===== config.mk =====
export PLATFORM = sky130hd
export DESIGN_NAME = ppu_vmm_decode
export DESIGN_NICKNAME = d
export VERILOG_FILES = /design/src/hdl/ppu_vmm_pkg.sv /design/src/hdl/ppu_vmm_decode.sv
export SDC_FILE = /design/constraint.sdc
export NUM_CORES = 1
export LEC_CHECK = 0
export BUFFER_PORTS_ARGS = -buffer_cell sky130_fd_sc_hd__buf_2
export CAP_MARGIN = 25
export CELL_PAD_IN_SITES_DETAIL_PLACEMENT = 1
export CELL_PAD_IN_SITES_GLOBAL_PLACEMENT = 1
export CORE_UTILIZATION = 28
export DETAILED_ROUTE_END_ITERATION = 8
export PLACE_DENSITY_LB_ADDON = 0.1
export SLEW_MARGIN = 20
export SYNTH_ARGS = -nofsm -noshare
export SYNTH_HDL_FRONTEND = slang
export SYNTH_SLANG_ARGS = --single-unit

===== constraint.sdc =====
create_clock -name vclk -period 2.8
set_input_delay 0 -clock vclk [all_inputs]
set_output_delay 0 -clock vclk [all_outputs]
set_load 0.005 [all_outputs]

===== src/hdl/ppu_vmm_pkg.sv =====
// Shared types and constants for the video memory map.
// No dependencies.
`timescale 1ns / 1ps

package ppu_vmm_pkg;

  localparam int ADDR_W   = 16;
  localparam int DATA_W   = 8;
  localparam int FOLD_W   = 14;   // bus folds modulo 0x4000
  localparam int NT_REL_W = 12;   // 0x2000-0x2FFF span
  localparam int PAT_BYTES = 8192;
  localparam int PAT_AW   = 13;
  localparam int PAL_BYTES = 32;
  localparam int PAL_AW   = 5;
  localparam logic [FOLD_W-9:0] PAL_PAGE = 6'h3F;  // 0x3F00 page

  localparam int TABLE_BYTES_DEF = 1024;
  localparam int PHYS_TABLES_DEF = 4;

  localparam int NUM_SEL = 4;
  localparam int SEL_W   = 2;

  typedef logic [SEL_W-1:0] sel_t;
  typedef logic [DATA_W-1:0] byte_t;

  localparam sel_t SEL_RESET [NUM_SEL] = '{2'd0, 2'd0, 2'd1, 2'd1};

  typedef enum logic {
    OP_READ  = 1'b0,
    OP_WRITE = 1'b1
  } op_t;

  typedef enum logic [SEL_W-1:0] {
    CFG_TABLE0 = 2'd0,
    CFG_TABLE1 = 2'd1,
    CFG_TABLE2 = 2'd2,
    CFG_TABLE3 = 2'd3
  } cfg_idx_t;

  typedef enum logic [1:0] {
    ST_PATTERN   = 2'd0,
    ST_NAMETABLE = 2'd1,
    ST_PALETTE   = 2'd2
  } store_t;

endpackage


===== src/hdl/ppu_vmm_decode.sv =====
// Address fold and decode: picks the store and the entry for one beat.
// Depends on ppu_vmm_pkg.
`timescale 1ns / 1ps

module ppu_vmm_decode #(
  parameter int TABLE_BYTES = ppu_vmm_pkg::TABLE_BYTES_DEF,
  parameter int PHYS_TABLES = ppu_vmm_pkg::PHYS_TABLES_DEF
) (
  input  logic [ppu_vmm_pkg::ADDR_W-1:0]            bus_address,
  input  ppu_vmm_pkg::sel_t                         sel [ppu_vmm_pkg::NUM_SEL],
  output ppu_vmm_pkg::store_t                       kind,
  output logic [ppu_vmm_pkg::PAT_AW-1:0]            pat_addr,
  output logic [$clog2(PHYS_TABLES*TABLE_BYTES)-1:0] nt_addr,
  output logic [ppu_vmm_pkg::PAL_AW-1:0]            pal_addr
);
  import ppu_vmm_pkg::*;

  localparam int NT_AW    = $clog2(PHYS_TABLES*TABLE_BYTES);
  localparam int NT_SPAN  = 1 << NT_REL_W;
  localparam int NUM_MULT = (NT_SPAN + TABLE_BYTES - 1) / TABLE_BYTES - 1;
  localparam int QW       = $clog2(NUM_MULT + 1);

  logic [FOLD_W-1:0]   fold;
  logic [NT_REL_W-1:0] rel;
  logic [NUM_MULT-1:0] ge;
  logic [QW-1:0]       quot;
  logic [ADDR_W-1:0]   offset;
  sel_t                sel_q;
  logic [SEL_W:0]      phys;
  logic [ADDR_W-1:0]   nt_full;
  logic [PAL_AW-1:0]   pal_raw;

  assign fold = bus_address[FOLD_W-1:0];
  assign rel  = fold[NT_REL_W-1:0];  // 0x3000 mirror drops out here

  // thermometer of table boundaries, then count
  always_comb begin
    for (int k = 0; k < NUM_MULT; k++) begin
      ge[k] = {{(ADDR_W-NT_REL_W){1'b0}}, rel} >= ADDR_W'((k + 1) * TABLE_BYTES);
    end
  end

  assign quot   = QW'($countones(ge));
  assign offset = {{(ADDR_W-NT_REL_W){1'b0}}, rel} - ADDR_W'(ADDR_W'(quot) * ADDR_W'(TABLE_BYTES));
  assign sel_q  = sel[quot[1:0]];

  always_comb begin
    if ({1'b0, sel_q} >= (SEL_W+1)'(PHYS_TABLES)) begin
      phys = {1'b0, sel_q} - (SEL_W+1)'(PHYS_TABLES);
    end else begin
      phys = {1'b0, sel_q};
    end
  end

  assign nt_full = ADDR_W'(ADDR_W'(phys) * ADDR_W'(TABLE_BYTES)) + offset;
  assign nt_addr = nt_full[NT_AW-1:0];

  assign pat_addr = fold[PAT_AW-1:0];

  // 0x10/14/18/1C alias the backdrop entries
  assign pal_raw  = fold[PAL_AW-1:0];
  assign pal_addr = (pal_raw[4] && (pal_raw[1:0] == 2'b00)) ? {1'b0, pal_raw[3:0]} : pal_raw;

  always_comb begin
    if (fold[FOLD_W-1:8] == PAL_PAGE) begin
      kind = ST_PALETTE;
    end else if (fold[FOLD_W-1]) begin
      kind = ST_NAMETABLE;
    end else begin
      kind = ST_PATTERN;
    end
  end

endmodule


# == After elaboration in Yosys (flattened, before gate mapping) ==
# Cells that the tools add are included.
# word_totals
in_bits,24
reg_bits,0
wordCells,18
# classes
addsub,4
bitwise,1
reduce_logical,2
n_eq_ne,1
n_mux,6
magnitude_cmp,4
# ops
cell,count
"12-bit >= comparator, second input constant",2
12-bit adder,1
"12-bit by 11-bit >= comparator with 1-bit output, second input constant",1
12-bit subtractor,1
"6-bit == test, second input constant",1
2-bit two-way mux,3
5-bit two-way mux,1
2-bit binary-select mux with 2-bit select,1
"3-bit >= comparator, second input constant",1
2-bit NOT with 3-bit output,1
1-bit by 1-bit adder with 2-bit output,1
2-bit by 1-bit adder with 2-bit output,1
2-bit zero test,1
1-bit logical AND,1
1-bit two-way mux,1

# == Depth between registers and ports, before layout ==
# logic_depth
word_depth,8
depth_mapped,12

# == Worst setup path before layout ==
# OpenSTA, ideal clock, no wires.
# synth_path
kind,input-to-output
from,in bus_address[2] (netlist name)
to,out nt_addr[10]
t_arrival_ns,2.963
path_buffers,0
slack_ns,-0.163
path_stages,11
required_time_ns,2.800
cell_sequence,inv_1 ha_1 and4_1 a31oi_1 fa_1 mux4_2 fa_1 ha_1 nor2b_1 a221o_1 a211oi_2
# synth_via
elab_chain_cells,8
# synth_rtl
element,line_no,rtl
start: declaration,ppu_vmm_decode.sv:9,"input logic [ppu_vmm_pkg::ADDR_W-1:0] bus_address,"
branches (longest 7 deep; another with 12-bit by 11-bit >= comparator with 1-bit output),n/a,
12-bit adder *,ppu_vmm_decode.sv:55,assign nt_full = ADDR_W'(ADDR_W'(phys) * ADDR_W'(TABLE_BYTES)) + offset;
end: declaration,ppu_vmm_decode.sv:13,"output logic [$clog2(PHYS_TABLES*TABLE_BYTES)-1:0] nt_addr,"
# Every way passes the cells marked *. The select of a mux whose other input is x is not followed.

# == Worst setup path after layout ==
# layout_path
from,in bus_address[8] (netlist name)
to,out nt_addr[11]
# Same word-level chain as after synthesis.

==> reports/qor.yml <==
initial_core_util: 0.305
drt_iter0_drc: 18
crit_type: "input port to primary output"
run_status: "complete, but fails checks"
cp_num_buf_inv: 3
worst_slew_pin_slew_ns: 0.370
drtPass1Iterations: 6
required_ns: 2.80
fp-row-count: 19
fill_cells: 354
dpl.hpwl_um: 2190
io_buffers: 54
diodes: 0
powerDensity_nw_per_um2: 252
drc: 2
cp_top_family: "adder cells"
wl_per_cell_um: 12.0
fin_crit_sh: 1.10
seq_area_um2: 0
fin_nets: 214
grt_start_max_net_pins: 8
first_global_vias: 984
place_inst: 197
min_from: "bus_address[12]"
io_pins: 56
gp_congestion: 0.759
worstPathMaxFanout: 4
die_w_um: 57.8
die_h_um: 57.8
synth_seq_area_share: 0
critical_path.startpoint: "bus_address[8]"
cts_hold_buffers: 0
fin_total_pwr_uw: 352
worstPathArrival_ns: 3.07
avgViaCountPerCell: 4.67
hold_violations: 0
max_slew_margin: 0.753
critPathMaxStageDelay_ns: 0.56
drv_cap: 0
gr-total-overflow: 0
crit_slowest_cell: "fa_2"
fp.coreArea_um2: 2850
endpoint_kind: "primary output"
crit_path_frequent_cell: "ha_4"
rsz0062_at_grt: "true"
ant_nets: 0
grt_pass1_wl_um: 4150
track_usage: 0.154
fin_ws_ns: -0.267
setup_viol: 2
synth_fp_nets: 149
n_sequential_cell: 0
design.die.area_um2: 3340
clkbuf_count: 0
layoutNonFillerInstCount: 200
synthDistinctLibCells: 30
routed-via-count: 934
pre_cts_ws_ns: -0.335
area_growth_pct: 60.6
failed_checks: "design-rule violations, negative setup slack"
multi_input_area_um2: 752
finalMaxSlewViolations: 0
postSynthCellCount: 106
ys.warnings.count: 0
fmax_ghz: 0.326
ir_drop_mv: 0.0838
critPathLaunchType: "input port"
final_cell_mix: "buf_2 (46), buf_4 (28), ha_1 (12)"
routed_wl_um: 2410
drive_gt1_frac: 0.633
antenna_found_initial: 0
total_leakage_power_uw: 0.000719
synth.avg_cell_area_um2: 8.22
post-route-min-period_ns: 3.07
syn-cell-area_um2: 871
final_common_cell: "buf_2"
path_cells: "buf_6 > inv_6 > ha_4 > and4_1 > a31oi_1 > fa_2 > mux4_2 > fa_1 > ha_4 > nor2b_4 > nand2_1 > o21ai_2 > xnor2_1 > buf_2"
hold_path.class: "input port to primary output"
==> synth_stat cells, drive strengths merged <==
| cell | n | share of area |
|---|---|---|
| o211ai | 1 | 0.0086 |
| nand2 | 1 | 0.0043 |
| or2b | 1 | 0.0086 |
| and2 | 1 | 0.0086 |
| nand2b | 3 | 0.022 |
| nor3b | 1 | 0.0086 |
| xnor2 | 7 | 0.070 |
| nor2b | 5 | 0.036 |
| o311ai | 1 | 0.019 |
| buf | 19 | 0.16 |
| nor3 | 1 | 0.0057 |
| a31oi | 1 | 0.0072 |
| nor2 | 8 | 0.037 |
| o41ai | 1 | 0.019 |
| xor2 | 3 | 0.030 |
| o2111a | 1 | 0.013 |
| a221o | 1 | 0.011 |
| mux4 | 2 | 0.052 |
| o21ai | 5 | 0.029 |
| fa | 2 | 0.046 |
| a211oi | 1 | 0.014 |
| inv | 14 | 0.060 |
| o21bai | 2 | 0.017 |
| and4 | 2 | 0.020 |
| ha | 17 | 0.24 |
| a221oi | 1 | 0.017 |
| a21oi | 4 | 0.027 |
==> stage by stage <==
| stage | area, um2 | setup TNS [ns] | utilization | hold WS (ns) |
|---|---|---|---|---|
| floorplan | 968 | -0.0564 | - | 0.0554 |
| global placement | 1320 | -0.590 | 0.464 | 0.177 |
| detailed placement | 1320 | -0.666 | 0.464 | 0.184 |
| CTS | 1400 | -0.552 | 0.490 | 0.184 |
| global route | 1400 | -0.733 | 0.490 | 0.200 |
| finish | 1400 | -0.512 | 0.490 | 0.181 |
==> report_power, final <==
group / internal [uW] / total, uW / leakage, uW / switching [uW]
Sequential: 0 / 0 / 0 / 0
Combinational: 200 / 352 / 0.000719 / 152
Clock: 0 / 0 / 0 / 0
==> cell type report <==
class,count,share of cell area
Multi-Input combinational cell,73,0.538
Inverter,14,0.0555
Timing Repair Buffer,82,0.379
Tap cell,31,0.0277
==> what timing repair did <==
| action | in CTS | in global routing |
|---|---|---|
| endpoints found under the setup margin | 2 | 2 |
| pin swaps | 4 | 1 |
| endpoints found under the hold margin | 0 | 0 |
| setup buffers | 3 | 0 |
| resized for setup | 14 | 0 |
==> metal layers <==
metal / global-route usage / share of wire / up-vias
li1: - / - / 469
met1: 0.165 / 0.37 / 434
met2: 0.334 / 0.57 / 27
met3: 0.00223 / 0.041 / 4
met4: 0.0238 / 0.018 / 0
met5: 0 / 0 / -
==> final timing paths <==
kind / end / slack [ns] / depth (start not counted)
worst min-delay path: pat_addr[12] / 0.18 / 2
worst max-delay path: nt_addr[11] / -0.27 / 14
==> logic make-up (layout without fill, tap and decap cells) <==
kind of cell | after synthesis | in the layout | share of synthesized area
buf+inv | 33 | 96 | 0.224
simple gates | 23 | 23 | 0.151
fa+ha+maj | 19 | 19 | 0.290
compound gates | 19 | 19 | 0.182
xor+xnor | 10 | 10 | 0.101
mux | 2 | 2 | 0.0517
Power figures use the tool's default switching activity.
